--- config.mk ---
export PLATFORM = sky130hd
export DESIGN_NAME = blob_aperture_photometry_top
export DESIGN_NICKNAME = d
export VERILOG_FILES = /design/src/rtl/bap_pkg.sv /design/src/rtl/bap_accum.sv /design/src/rtl/bap_divider.sv /design/src/rtl/blob_aperture_photometry_top.sv
export SDC_FILE = /design/constraint.sdc
export NUM_CORES = 2
export LEC_CHECK = 0
export BUFFER_PORTS_ARGS = -buffer_cell sky130_fd_sc_hd__buf_2
export CAP_MARGIN = 15
export CORE_ASPECT_RATIO = 0.75
export CORE_MARGIN = 2
export CORE_UTILIZATION = 35
export DETAILED_ROUTE_END_ITERATION = 8
export PLACE_DENSITY = 0.55
export SYNTH_ARGS = -nofsm -noshare
export SYNTH_HDL_FRONTEND = slang
export SYNTH_SLANG_ARGS = --single-unit
--- constraint.sdc ---
create_clock -name clk -period 7.2 [get_ports clk]
set_input_delay 1.44 -clock clk [delete_from_list [all_inputs] [get_ports clk]]
set_output_delay 1.44 -clock clk [all_outputs]
set_load 0.01 [all_outputs]
--- src/rtl/bap_pkg.sv ---
// ----------------------------------------------------------------------------
// Blob aperture photometry package
// Shared widths, limits and control/status types for the photometry block.
// ----------------------------------------------------------------------------
package bap_pkg;

    // Input field widths
    localparam int PIX_W   = 16;   // pixel depth in bits
    localparam int OFS_W   = 8;
    localparam int SIZE_W  = 10;
    localparam int NOISE_W = 24;

    // Output field widths
    localparam int BASE_W = 24;
    localparam int PEAK_W = 25;
    localparam int FLUX_W = 41;
    localparam int PTF_W  = 24;
    localparam int SNR_W  = 32;

    // Accumulator widths
    localparam int SUM_W = 30;
    localparam int CNT_W = 15;

    // Geometry
    localparam int MAX_HALF_WINDOW = 127;
    localparam int WIN_W           = 11;   // compare width for the window bound
    localparam int SIZE_MIN        = 64;   // 4.0 in Q6.4
    localparam int D2_W            = 2 * OFS_W;
    localparam int QSQ_W           = 2 * SIZE_W;
    localparam int RAD_W           = QSQ_W + 4;   // 9 * size^2
    localparam int D2S_W           = D2_W + 10;   // 1024 * d2

    // Saturation limits
    localparam logic [SUM_W-1:0] SUM_MAX = {SUM_W{1'b1}};
    localparam logic [CNT_W-1:0] CNT_MAX = {CNT_W{1'b1}};
    localparam logic [PIX_W-1:0] SAT_LEVEL_RESET = {PIX_W{1'b1}};

    // Shared divider
    localparam int DIV_NUM_W = 57;
    localparam int DIV_DEN_W = 41;
    localparam int DIV_CNT_W = 6;

    // Result clamps, held at quotient width
    localparam logic [DIV_NUM_W-1:0] QUO_MAX24   = DIV_NUM_W'(24'hFFFFFF);
    localparam logic [DIV_NUM_W-1:0] QUO_SNR_POS = DIV_NUM_W'(32'h7FFFFFFF);
    localparam logic [DIV_NUM_W-1:0] QUO_SNR_NEG = DIV_NUM_W'(33'h080000000);
    localparam logic [SNR_W-1:0]     SNR_MAX     = 32'h7FFFFFFF;
    localparam logic [SNR_W-1:0]     SNR_MIN     = 32'h80000000;

    // Stream payload widths
    localparam int IN_DATA_W  = 72;
    localparam int OUT_DATA_W = 152;

    // Step strobes from the sequencer to the accumulator
    typedef struct packed {
        logic square;   // register squared offset and squared radius
        logic update;   // classify and accumulate the held pixel
        logic clear;    // start a new blob
    } bap_acc_ctl_t;

    // Running statistics of the current blob
    typedef struct packed {
        logic [SUM_W-1:0] core_sum;
        logic [CNT_W-1:0] core_count;
        logic [SUM_W-1:0] bg_sum;
        logic [CNT_W-1:0] bg_count;
        logic [PIX_W-1:0] peak;
        logic             sat_seen;
    } bap_stats_t;

endpackage

--- src/rtl/bap_accum.sv ---
// ----------------------------------------------------------------------------
// Blob aperture photometry accumulator
// Classifies one pixel as core or background and updates the blob statistics.
// ----------------------------------------------------------------------------
module bap_accum
    import bap_pkg::*;
(
    input  logic                    clk,
    input  logic                    rst_n,
    input  bap_acc_ctl_t            ctl,
    input  logic [PIX_W-1:0]        pixel,
    input  logic signed [OFS_W-1:0] offset_u,
    input  logic signed [OFS_W-1:0] offset_v,
    input  logic [SIZE_W-1:0]       blob_size_q4,
    input  logic [PIX_W-1:0]        saturation_level,
    output bap_stats_t              stats
);

    logic signed [WIN_W-1:0]  u_ext;
    logic signed [WIN_W-1:0]  v_ext;
    logic                     in_win;
    logic signed [D2_W-1:0]   sq_u;
    logic signed [D2_W-1:0]   sq_v;
    logic [SIZE_W-1:0]        size_m;
    logic [QSQ_W-1:0]         size_sq;
    logic [D2_W-1:0]          d2_next;
    logic [RAD_W-1:0]         rad_next;
    logic [D2_W-1:0]          d2_reg;
    logic [RAD_W-1:0]         rad_reg;
    logic                     in_win_reg;
    logic                     is_core;
    logic [SUM_W:0]           core_add;
    logic [SUM_W:0]           bg_add;
    bap_stats_t               stats_reg;

    // Window bound and the two squared distances
    always_comb
    begin
        u_ext    = WIN_W'(offset_u);
        v_ext    = WIN_W'(offset_v);
        in_win   = (u_ext <= WIN_W'(MAX_HALF_WINDOW)) && (u_ext >= -WIN_W'(MAX_HALF_WINDOW)) &&
                   (v_ext <= WIN_W'(MAX_HALF_WINDOW)) && (v_ext >= -WIN_W'(MAX_HALF_WINDOW));
        sq_u     = D2_W'(offset_u) * D2_W'(offset_u);
        sq_v     = D2_W'(offset_v) * D2_W'(offset_v);
        d2_next  = $unsigned(sq_u) + $unsigned(sq_v);
        size_m   = (blob_size_q4 < SIZE_W'(SIZE_MIN)) ? SIZE_W'(SIZE_MIN) : blob_size_q4;
        size_sq  = QSQ_W'(size_m) * QSQ_W'(size_m);
        rad_next = RAD_W'({size_sq, 3'b000}) + RAD_W'(size_sq);
    end

    // First step: hold the squares
    always_ff @(posedge clk)
    begin
        if (ctl.square)
        begin
            d2_reg     <= d2_next;
            rad_reg    <= rad_next;
            in_win_reg <= in_win;
        end
    end

    // Core test and saturating sums
    always_comb
    begin
        is_core  = {d2_reg, 10'b0} < D2S_W'(rad_reg);
        core_add = (SUM_W+1)'(stats_reg.core_sum) + (SUM_W+1)'(pixel);
        bg_add   = (SUM_W+1)'(stats_reg.bg_sum) + (SUM_W+1)'(pixel);
    end

    // Second step: update the statistics
    always_ff @(posedge clk or negedge rst_n)
    begin
        if (!rst_n)
        begin
            stats_reg <= '0;
        end
        else if (ctl.clear)
        begin
            stats_reg <= '0;
        end
        else if (ctl.update && in_win_reg)
        begin
            if (pixel >= saturation_level)
            begin
                stats_reg.sat_seen <= 1'b1;
            end
            if (pixel > stats_reg.peak)
            begin
                stats_reg.peak <= pixel;
            end
            if (is_core)
            begin
                stats_reg.core_sum <= (core_add > (SUM_W+1)'(SUM_MAX)) ?
                                      SUM_MAX : core_add[SUM_W-1:0];
                if (stats_reg.core_count != CNT_MAX)
                begin
                    stats_reg.core_count <= stats_reg.core_count + CNT_W'(1);
                end
            end
            else
            begin
                stats_reg.bg_sum <= (bg_add > (SUM_W+1)'(SUM_MAX)) ?
                                    SUM_MAX : bg_add[SUM_W-1:0];
                if (stats_reg.bg_count != CNT_MAX)
                begin
                    stats_reg.bg_count <= stats_reg.bg_count + CNT_W'(1);
                end
            end
        end
    end

    assign stats = stats_reg;

endmodule

--- src/rtl/bap_divider.sv ---
// ----------------------------------------------------------------------------
// Blob aperture photometry divider
// Unsigned restoring divider, one quotient bit per cycle, shared by all ratios.
// ----------------------------------------------------------------------------
module bap_divider
    import bap_pkg::*;
(
    input  logic                 clk,
    input  logic                 rst_n,
    input  logic                 start,
    input  logic [DIV_NUM_W-1:0] num,
    input  logic [DIV_DEN_W-1:0] den,
    output logic                 busy,
    output logic                 done,
    output logic [DIV_NUM_W-1:0] quo
);

    logic [DIV_DEN_W-1:0] rem_reg;
    logic [DIV_DEN_W-1:0] rem_next;
    logic [DIV_DEN_W-1:0] den_reg;
    logic [DIV_NUM_W-1:0] quo_reg;
    logic [DIV_NUM_W-1:0] quo_next;
    logic [DIV_CNT_W-1:0] cnt_reg;
    logic                 busy_reg;
    logic                 done_reg;
    logic [DIV_DEN_W:0]   trial;
    logic                 fits;

    // One shift-compare-subtract step
    always_comb
    begin
        trial    = {rem_reg, quo_reg[DIV_NUM_W-1]};
        fits     = trial >= {1'b0, den_reg};
        rem_next = fits ? DIV_DEN_W'(trial - {1'b0, den_reg}) : trial[DIV_DEN_W-1:0];
        quo_next = {quo_reg[DIV_NUM_W-2:0], fits};
    end

    // Operands and partial results
    always_ff @(posedge clk)
    begin
        if (start)
        begin
            rem_reg <= '0;
            den_reg <= den;
            quo_reg <= num;
        end
        else if (busy_reg)
        begin
            rem_reg <= rem_next;
            quo_reg <= quo_next;
        end
    end

    // Step counter and completion strobe
    always_ff @(posedge clk or negedge rst_n)
    begin
        if (!rst_n)
        begin
            busy_reg <= 1'b0;
            done_reg <= 1'b0;
            cnt_reg  <= '0;
        end
        else
        begin
            done_reg <= 1'b0;
            if (start)
            begin
                busy_reg <= 1'b1;
                cnt_reg  <= DIV_CNT_W'(DIV_NUM_W - 1);
            end
            else if (busy_reg)
            begin
                if (cnt_reg == '0)
                begin
                    busy_reg <= 1'b0;
                    done_reg <= 1'b1;
                end
                else
                begin
                    cnt_reg <= cnt_reg - DIV_CNT_W'(1);
                end
            end
        end
    end

    assign busy = busy_reg;
    assign done = done_reg;
    assign quo  = quo_reg;

endmodule

--- src/rtl/blob_aperture_photometry_top.sv ---
// ----------------------------------------------------------------------------
// Blob aperture photometry
// Core/annulus photometry of one star blob from a stream of window pixels.
// ----------------------------------------------------------------------------
// Usage:
// Pixels of a blob window arrive on the s_axis channel, one transfer per
// pixel, each with its signed offset from the blob center; s_axis_tlast marks
// the final pixel of the window. Each pixel passes through the accepting
// state, a state that forms the squared offset and radius, and one that
// accumulates; s_axis_tready is low in between. A last pixel is followed by
// the result phase, which runs up to three 57-step divisions on one shared
// divider (background mean, peak-to-flux ratio, SNR). The result waits in an
// output register; a stalled receiver holds it there and only blocks the
// block when the next result is ready to be written. cfg_wr_en writes the
// saturation level; write it only while the block is idle.
// Reset clears the statistics and drops m_axis_tvalid, and sets the
// saturation level to full scale.
// ----------------------------------------------------------------------------
module blob_aperture_photometry_top
    import bap_pkg::*;
(
    input  logic                  clk,
    input  logic                  rst_n,
    // Configuration
    input  logic                  cfg_wr_en,
    input  logic [PIX_W-1:0]      cfg_wr_data,   // saturation_level
    // Pixel stream
    input  logic                  s_axis_tvalid,
    output logic                  s_axis_tready,
    // pixel[15:0], offset_u[23:16], offset_v[31:24], blob_size_q4[41:32],
    // noise_q8[65:42], zero[71:66]
    input  logic [IN_DATA_W-1:0]  s_axis_tdata,
    input  logic                  s_axis_tlast,
    // Result stream
    output logic                  m_axis_tvalid,
    input  logic                  m_axis_tready,
    // base_q8[23:0], peak_q8[48:24], flux_q8[89:49], peak_to_flux_q16[113:90],
    // snr_q16[145:114], saturated[146], zero[151:147]
    output logic [OUT_DATA_W-1:0] m_axis_tdata
);

    localparam int PTF_LSB  = BASE_W + PEAK_W + FLUX_W;
    localparam int FLUX_LSB = BASE_W + PEAK_W;
    localparam int PAD_W    = OUT_DATA_W - (PTF_LSB + PTF_W + SNR_W + 1);

    typedef enum logic [3:0] {
        S_IDLE,
        S_SQUARE,
        S_UPDATE,
        S_BASE_GO,
        S_BASE_WAIT,
        S_FLUX,
        S_PTF_GO,
        S_PTF_WAIT,
        S_SNR_GO,
        S_SNR_WAIT,
        S_OUT
    } state_t;

    state_t                   state_reg;
    logic [PIX_W-1:0]         sat_level_reg;
    logic [PIX_W-1:0]         pix_reg;
    logic signed [OFS_W-1:0]  u_reg;
    logic signed [OFS_W-1:0]  v_reg;
    logic [SIZE_W-1:0]        size_reg;
    logic [NOISE_W-1:0]       noise_reg;
    logic                     last_reg;
    logic [BASE_W-1:0]        base_reg;
    logic signed [PEAK_W-1:0] peak_reg;
    logic signed [FLUX_W-1:0] flux_reg;
    logic [PTF_W-1:0]         ptf_reg;
    logic [SNR_W-1:0]         snr_reg;
    logic                     m_valid_reg;
    logic [OUT_DATA_W-1:0]    m_data_reg;
    logic                     div_start_reg;
    logic [DIV_NUM_W-1:0]     div_num_reg;
    logic [DIV_DEN_W-1:0]     div_den_reg;
    logic                     div_busy;
    logic                     div_done;
    logic [DIV_NUM_W-1:0]     div_quo;
    bap_acc_ctl_t             acc_ctl;
    bap_stats_t               stats;
    logic                     s_xfer;
    logic                     out_free;
    logic [38:0]              base_prod;
    logic signed [FLUX_W-1:0] flux_next;
    logic signed [PEAK_W-1:0] peak_next;
    logic [FLUX_W-1:0]        flux_mag;

    // Handshake terms
    assign s_axis_tready = (state_reg == S_IDLE);
    assign s_xfer        = s_axis_tvalid && s_axis_tready;
    assign out_free      = !m_valid_reg || m_axis_tready;
    assign m_axis_tvalid = m_valid_reg;
    assign m_axis_tdata  = m_data_reg;

    // Accumulator step strobes
    always_comb
    begin
        acc_ctl.square = (state_reg == S_SQUARE);
        acc_ctl.update = (state_reg == S_UPDATE);
        acc_ctl.clear  = (state_reg == S_OUT) && out_free;
    end

    // Peak and flux against the background mean
    always_comb
    begin
        base_prod = 39'(base_reg) * 39'(stats.core_count);
        flux_next = $signed({3'b000, stats.core_sum, 8'h00}) - $signed({2'b00, base_prod});
        peak_next = $signed({1'b0, stats.peak, 8'h00}) - $signed({1'b0, base_reg});
        flux_mag  = flux_reg[FLUX_W-1] ? FLUX_W'(-flux_reg) : FLUX_W'(flux_reg);
    end

    // Saturation level register
    always_ff @(posedge clk or negedge rst_n)
    begin
        if (!rst_n)
        begin
            sat_level_reg <= SAT_LEVEL_RESET;
        end
        else if (cfg_wr_en)
        begin
            sat_level_reg <= cfg_wr_data;
        end
    end

    // Sequencer with its registered outputs
    always_ff @(posedge clk or negedge rst_n)
    begin
        if (!rst_n)
        begin
            state_reg     <= S_IDLE;
            m_valid_reg   <= 1'b0;
            m_data_reg    <= '0;
            div_start_reg <= 1'b0;
            div_num_reg   <= '0;
            div_den_reg   <= '0;
            pix_reg       <= '0;
            u_reg         <= '0;
            v_reg         <= '0;
            size_reg      <= '0;
            noise_reg     <= '0;
            last_reg      <= 1'b0;
            base_reg      <= '0;
            peak_reg      <= '0;
            flux_reg      <= '0;
            ptf_reg       <= '0;
            snr_reg       <= '0;
        end
        else
        begin
            div_start_reg <= 1'b0;
            // The output state reloads the register itself when it is free.
            if (m_valid_reg && m_axis_tready && state_reg != S_OUT)
            begin
                m_valid_reg <= 1'b0;
            end

            unique case (state_reg)
                S_IDLE:
                begin
                    if (s_xfer)
                    begin
                        pix_reg   <= s_axis_tdata[15:0];
                        u_reg     <= s_axis_tdata[23:16];
                        v_reg     <= s_axis_tdata[31:24];
                        size_reg  <= s_axis_tdata[41:32];
                        noise_reg <= s_axis_tdata[65:42];
                        last_reg  <= s_axis_tlast;
                        state_reg <= S_SQUARE;
                    end
                end
                S_SQUARE:
                begin
                    state_reg <= S_UPDATE;
                end
                S_UPDATE:
                begin
                    state_reg <= last_reg ? S_BASE_GO : S_IDLE;
                end
                // Background mean, rounded half up
                S_BASE_GO:
                begin
                    if (stats.bg_count == '0)
                    begin
                        base_reg  <= '0;
                        state_reg <= S_FLUX;
                    end
                    else
                    begin
                        div_num_reg   <= DIV_NUM_W'({stats.bg_sum, 8'h00}) +
                                         DIV_NUM_W'(stats.bg_count >> 1);
                        div_den_reg   <= DIV_DEN_W'(stats.bg_count);
                        div_start_reg <= 1'b1;
                        state_reg     <= S_BASE_WAIT;
                    end
                end
                S_BASE_WAIT:
                begin
                    if (div_done)
                    begin
                        base_reg  <= (div_quo > QUO_MAX24) ? {BASE_W{1'b1}} :
                                     div_quo[BASE_W-1:0];
                        state_reg <= S_FLUX;
                    end
                end
                S_FLUX:
                begin
                    flux_reg  <= flux_next;
                    peak_reg  <= peak_next;
                    state_reg <= S_PTF_GO;
                end
                // Peak over flux, only for a positive peak and flux
                S_PTF_GO:
                begin
                    if (flux_reg > 0 && peak_reg > 0)
                    begin
                        div_num_reg   <= DIV_NUM_W'({peak_reg[PEAK_W-2:0], 16'h0000}) +
                                         DIV_NUM_W'(flux_reg[FLUX_W-2:1]);
                        div_den_reg   <= DIV_DEN_W'(flux_reg);
                        div_start_reg <= 1'b1;
                        state_reg     <= S_PTF_WAIT;
                    end
                    else
                    begin
                        ptf_reg   <= '0;
                        state_reg <= S_SNR_GO;
                    end
                end
                S_PTF_WAIT:
                begin
                    if (div_done)
                    begin
                        ptf_reg   <= (div_quo > QUO_MAX24) ? {PTF_W{1'b1}} :
                                     div_quo[PTF_W-1:0];
                        state_reg <= S_SNR_GO;
                    end
                end
                // Flux over noise on the magnitude, sign applied afterwards
                S_SNR_GO:
                begin
                    if (noise_reg == '0)
                    begin
                        if (flux_reg > 0)
                        begin
                            snr_reg <= SNR_MAX;
                        end
                        else if (flux_reg < 0)
                        begin
                            snr_reg <= SNR_MIN;
                        end
                        else
                        begin
                            snr_reg <= '0;
                        end
                        state_reg <= S_OUT;
                    end
                    else
                    begin
                        div_num_reg   <= DIV_NUM_W'({flux_mag, 16'h0000}) +
                                         DIV_NUM_W'(noise_reg >> 1);
                        div_den_reg   <= DIV_DEN_W'(noise_reg);
                        div_start_reg <= 1'b1;
                        state_reg     <= S_SNR_WAIT;
                    end
                end
                S_SNR_WAIT:
                begin
                    if (div_done)
                    begin
                        if (flux_reg[FLUX_W-1])
                        begin
                            snr_reg <= (div_quo > QUO_SNR_NEG) ? SNR_MIN :
                                       SNR_W'(-div_quo[SNR_W-1:0]);
                        end
                        else
                        begin
                            snr_reg <= (div_quo > QUO_SNR_POS) ? SNR_MAX :
                                       div_quo[SNR_W-1:0];
                        end
                        state_reg <= S_OUT;
                    end
                end
                // Hand the result to the output register once it is free
                S_OUT:
                begin
                    if (out_free)
                    begin
                        m_data_reg  <= {{PAD_W{1'b0}}, stats.sat_seen, snr_reg, ptf_reg,
                                        flux_reg, peak_reg, base_reg};
                        m_valid_reg <= 1'b1;
                        state_reg   <= S_IDLE;
                    end
                end
                default:
                begin
                    state_reg <= S_IDLE;
                end
            endcase
        end
    end

    // Pixel classification and statistics
    bap_accum u_accum (
        .clk              (clk),
        .rst_n            (rst_n),
        .ctl              (acc_ctl),
        .pixel            (pix_reg),
        .offset_u         (u_reg),
        .offset_v         (v_reg),
        .blob_size_q4     (size_reg),
        .saturation_level (sat_level_reg),
        .stats            (stats)
    );

    // Shared divider
    bap_divider u_divider (
        .clk   (clk),
        .rst_n (rst_n),
        .start (div_start_reg),
        .num   (div_num_reg),
        .den   (div_den_reg),
        .busy  (div_busy),
        .done  (div_done),
        .quo   (div_quo)
    );

    // The block takes no new pixel in the cycle after a pixel transfer.
    assert property (@(posedge clk) disable iff (!rst_n)
        s_xfer |=> !s_axis_tready)
        else $error("pixel accepted while the previous one is in work");

    // The divider is never restarted while it is still iterating.
    assert property (@(posedge clk) disable iff (!rst_n)
        div_start_reg |-> !div_busy)
        else $error("divider started while busy");

    // A nonzero peak-to-flux ratio only comes with a positive flux.
    assert property (@(posedge clk) disable iff (!rst_n)
        (m_valid_reg && m_data_reg[PTF_LSB+PTF_W-1:PTF_LSB] != '0) |->
        (!m_data_reg[FLUX_LSB+FLUX_W-1] && m_data_reg[FLUX_LSB+FLUX_W-1:FLUX_LSB] != '0))
        else $error("peak-to-flux ratio set without positive flux");

    // A result is never written over one that is still waiting.
    assert property (@(posedge clk) disable iff (!rst_n)
        (m_valid_reg && !m_axis_tready) |=> (m_valid_reg && $stable(m_data_reg)))
        else $error("pending result overwritten");

endmodule

==> flow_summary.json <==
{
  "status": "finished, final reports clean",
  "required_ns": 7.75,
  "finalClockSkew_ns": 0.02784,
  "grtUsageMet3_pct": 5.814,
  "port_buffers": 236,
  "setup_ws_ns": 0.2124,
  "worstMarginPinSlew_ns": 1.299,
  "period_needed_ns": 6.988,
  "clock_latency_ns": 0.73,
  "gp_congestion": 0.9485,
  "worstPathMaxFanout": 9,
  "startpoint_type": "flip-flop",
  "cp.arrival_ns": 7.54,
  "synth_edf_count": 137,
  "cts-htree-levels": 3,
  "multiInputGateArea_sq_mm": 0.03738,
  "final_common_cell": "nand2_1",
  "grt_pass1_vias": 47930,
  "grt_overflow_total": 0,
  "synth_area_sq_mm": 0.06079,
  "fin_nets": 7831,
  "met2_usage_pct": 32.76,
  "synth_seq_cells": 762,
  "use_met1_pct": 33.72,
  "wirelength_um": 200100,
  "dp_hpwl_um": 155600,
  "slew_headroom_pct": 13.19,
  "core_area_sq_mm": 0.1726,
  "start_util_pct": 35.22,
  "ant_nets": 0,
  "dp_slack_ns": -0.08109,
  "hold_start": "div_den_reg[17]",
  "seq_area_frac_synth_pct": 32.19,
  "dr.pass1.iters": 6,
  "die_width_um": 485.2,
  "busiest_layer": "met1",
  "grt_max_degree": 145,
  "synthArstFlopShare_pct": 76.64,
  "largest_reg_flops": 146,
  "pin_count": 248,
  "clock_sinks": 762,
  "cp_slowest_cell": "or4_4",
  "cap_violations": 0,
  "cts-root-buf": "clkbuf_16",
  "fmax_mhz": 143.1,
  "rr_startpoint": "size_reg[7]",
  "n_fill_cell": 17081,
  "cts_max_path_buffers": 3,
  "die_area_sq_mm": 0.1771,
  "worst-r2r-setup-slack_ns": 0.21,
  "min_path_type": "flip-flop to flip-flop",
  "antenna_found_initial": 12,
  "finalNonFillerCells": 9208,
  "grt_pass1_wl_um": 304800,
  "hold_viol_final": 0,
  "mostFrequentLayoutCells": "nand2_1 (1133), inv_1 (742), dfrtp_1 (556), fa_1 (487), ha_1 (392)",
  "rows": 132,
  "worstSetupEndpointType": "flip-flop",
  "rsz0062_at_grt": "yes",
  "finalCritPeriodShare_pct": 97.05,
  "ys_warn_count": 0,
  "cts_tree": "yes",
  "min_to": "u_divider.den_reg[17]",
  "syn_inst": 6649,
  "final.setup.tns_ns": 0,
  "ys_types": 92,
  "numCtsBuffers": 91,
  "worstHoldPathCells": 0,
  "avgRoutedWirePerCell_um": 21.73,
  "dpl.cell_count": 9029,
  "first_iter_violations": 4307,
  "drc": 0,
  "track_usage_pct": 22.57,
  "vias_per_cell": 5.281,
  "crit_top_cell": "inv_1",
  "clkTransAtPathRegs_ns": 0.06,
  "finalSetupViolations": 0,
  "hold_buffers": 0,
  "final-seq-area_sq_mm": 0.01959,
  "syn2layout_area_growth_pct": 13.18,
  "crit_path_max_incr_delay_ns": 0.57,
  "path_class": "flip-flop to flip-flop",
  "drive_gt1_share_pct": 12.25,
  "worstReg2RegEnd": "u_accum.rad_reg[21]",
  "chipHeight_um": 364.9,
  "synth-main-ff-cell": "dfrtp_1",
  "synth_area_per_cell_sq_um": 9.143,
  "maxSlewViolCount": 0,
  "reg2reg_depth": 28,
  "dr_total_vias": 48629
}
## layer usage
| layer | share of wire (%) | wire length, um |
|---|---|---|
| met1 | 48 | 96110 |
| met2 | 41 | 82740 |
| met3 | 8.7 | 17490 |
| met4 | 1.9 | 3707 |
| met5 | 0.0065 | 13 |
## synth_stat cells, types with 137 or more instances
master | count | area [sq um]
a21oi_1 | 263 | 1316
and2_1 | 198 | 1239
clkbuf_1 | 306 | 1149
dfrtp_1 | 568 | 14210
edfxtp_1 | 137 | 4114
fa_1 | 488 | 9769
ha_1 | 396 | 4955
inv_1 | 743 | 2789
nand2_1 | 1137 | 4268
nor2_1 | 339 | 1272
o21ai_0 | 362 | 1812
xnor2_1 | 191 | 1673
## cell type report
type	instances	area share, %
Inverter	746	4.070
Timing Repair Buffer	447	4.342
Multi-Input combinational cell	4805	54.33
Clock inverter	52	0.8256
Sequential cell	762	28.47
Antenna cell	1	0.003637
Tap cell	2278	4.142
Clock buffer	117	3.826
## how the worst max path moves through the flow
stage / from / depth (start not counted) / end
after floorplan: size_reg[8] / 28 / u_accum.rad_reg[21]
after global placement: size_reg[8] / 28 / u_accum.rad_reg[21]
after detailed placement: size_reg[8] / 28 / u_accum.rad_reg[21]
after CTS: size_reg[8] / 28 / u_accum.rad_reg[21]
after global routing: size_reg[7] / 30 / u_accum.rad_reg[21]
final: size_reg[7] / 28 / u_accum.rad_reg[21]
## logic make-up (layout without fill, tap and decap cells)
family	count (synthesis)	in the layout	share of synthesized area, %
AND/OR/NAND/NOR	2233	2233	16.74
AO/OA/AOI/OAI	1205	1205	12.57
buffers and inverters	1086	1362	6.796
adder cells (fa/ha/maj)	884	884	24.22
flip-flops	762	762	32.19
XOR/XNOR	316	316	4.553
multiplexers	162	162	2.925
other	1	6	0.006168
## worst max-delay path: cells and delay by family, from the launching register on
family	cells	cell delay, ns
muxes	1	0.32
DFF	1	0.37
AOI/OAI and AO/OA	9	1.93
buffers and inverters	9	0.91
and+or+nand+nor	2	0.67
adders and majority gates	7	2.60
## timing repair
item                       4_1_cts  5_1_grt
setup buffers                    0        6
pin swaps                        0       23
gates resized for setup          3       51
setup endpoints to repair        2       13
cloned                           0        1
## stage by stage
step | hold slack (ns) | cell area, sq um | util, %
3_5_place_dp | 0.4258 | 65310 | 37.84
4_1_cts | 0.4332 | 68520 | 39.70
3_3_place_gp | 0.4196 | 65310 | 37.84
5_1_grt | 0.4466 | 68800 | 39.87
6_report | 0.4314 | 68810 | 39.87
2_1_floorplan | 0.4166 | 60820 | -
Power is not shown: default switching activity piles up to over one toggle a cycle in this logic, so the estimate is an artifact.
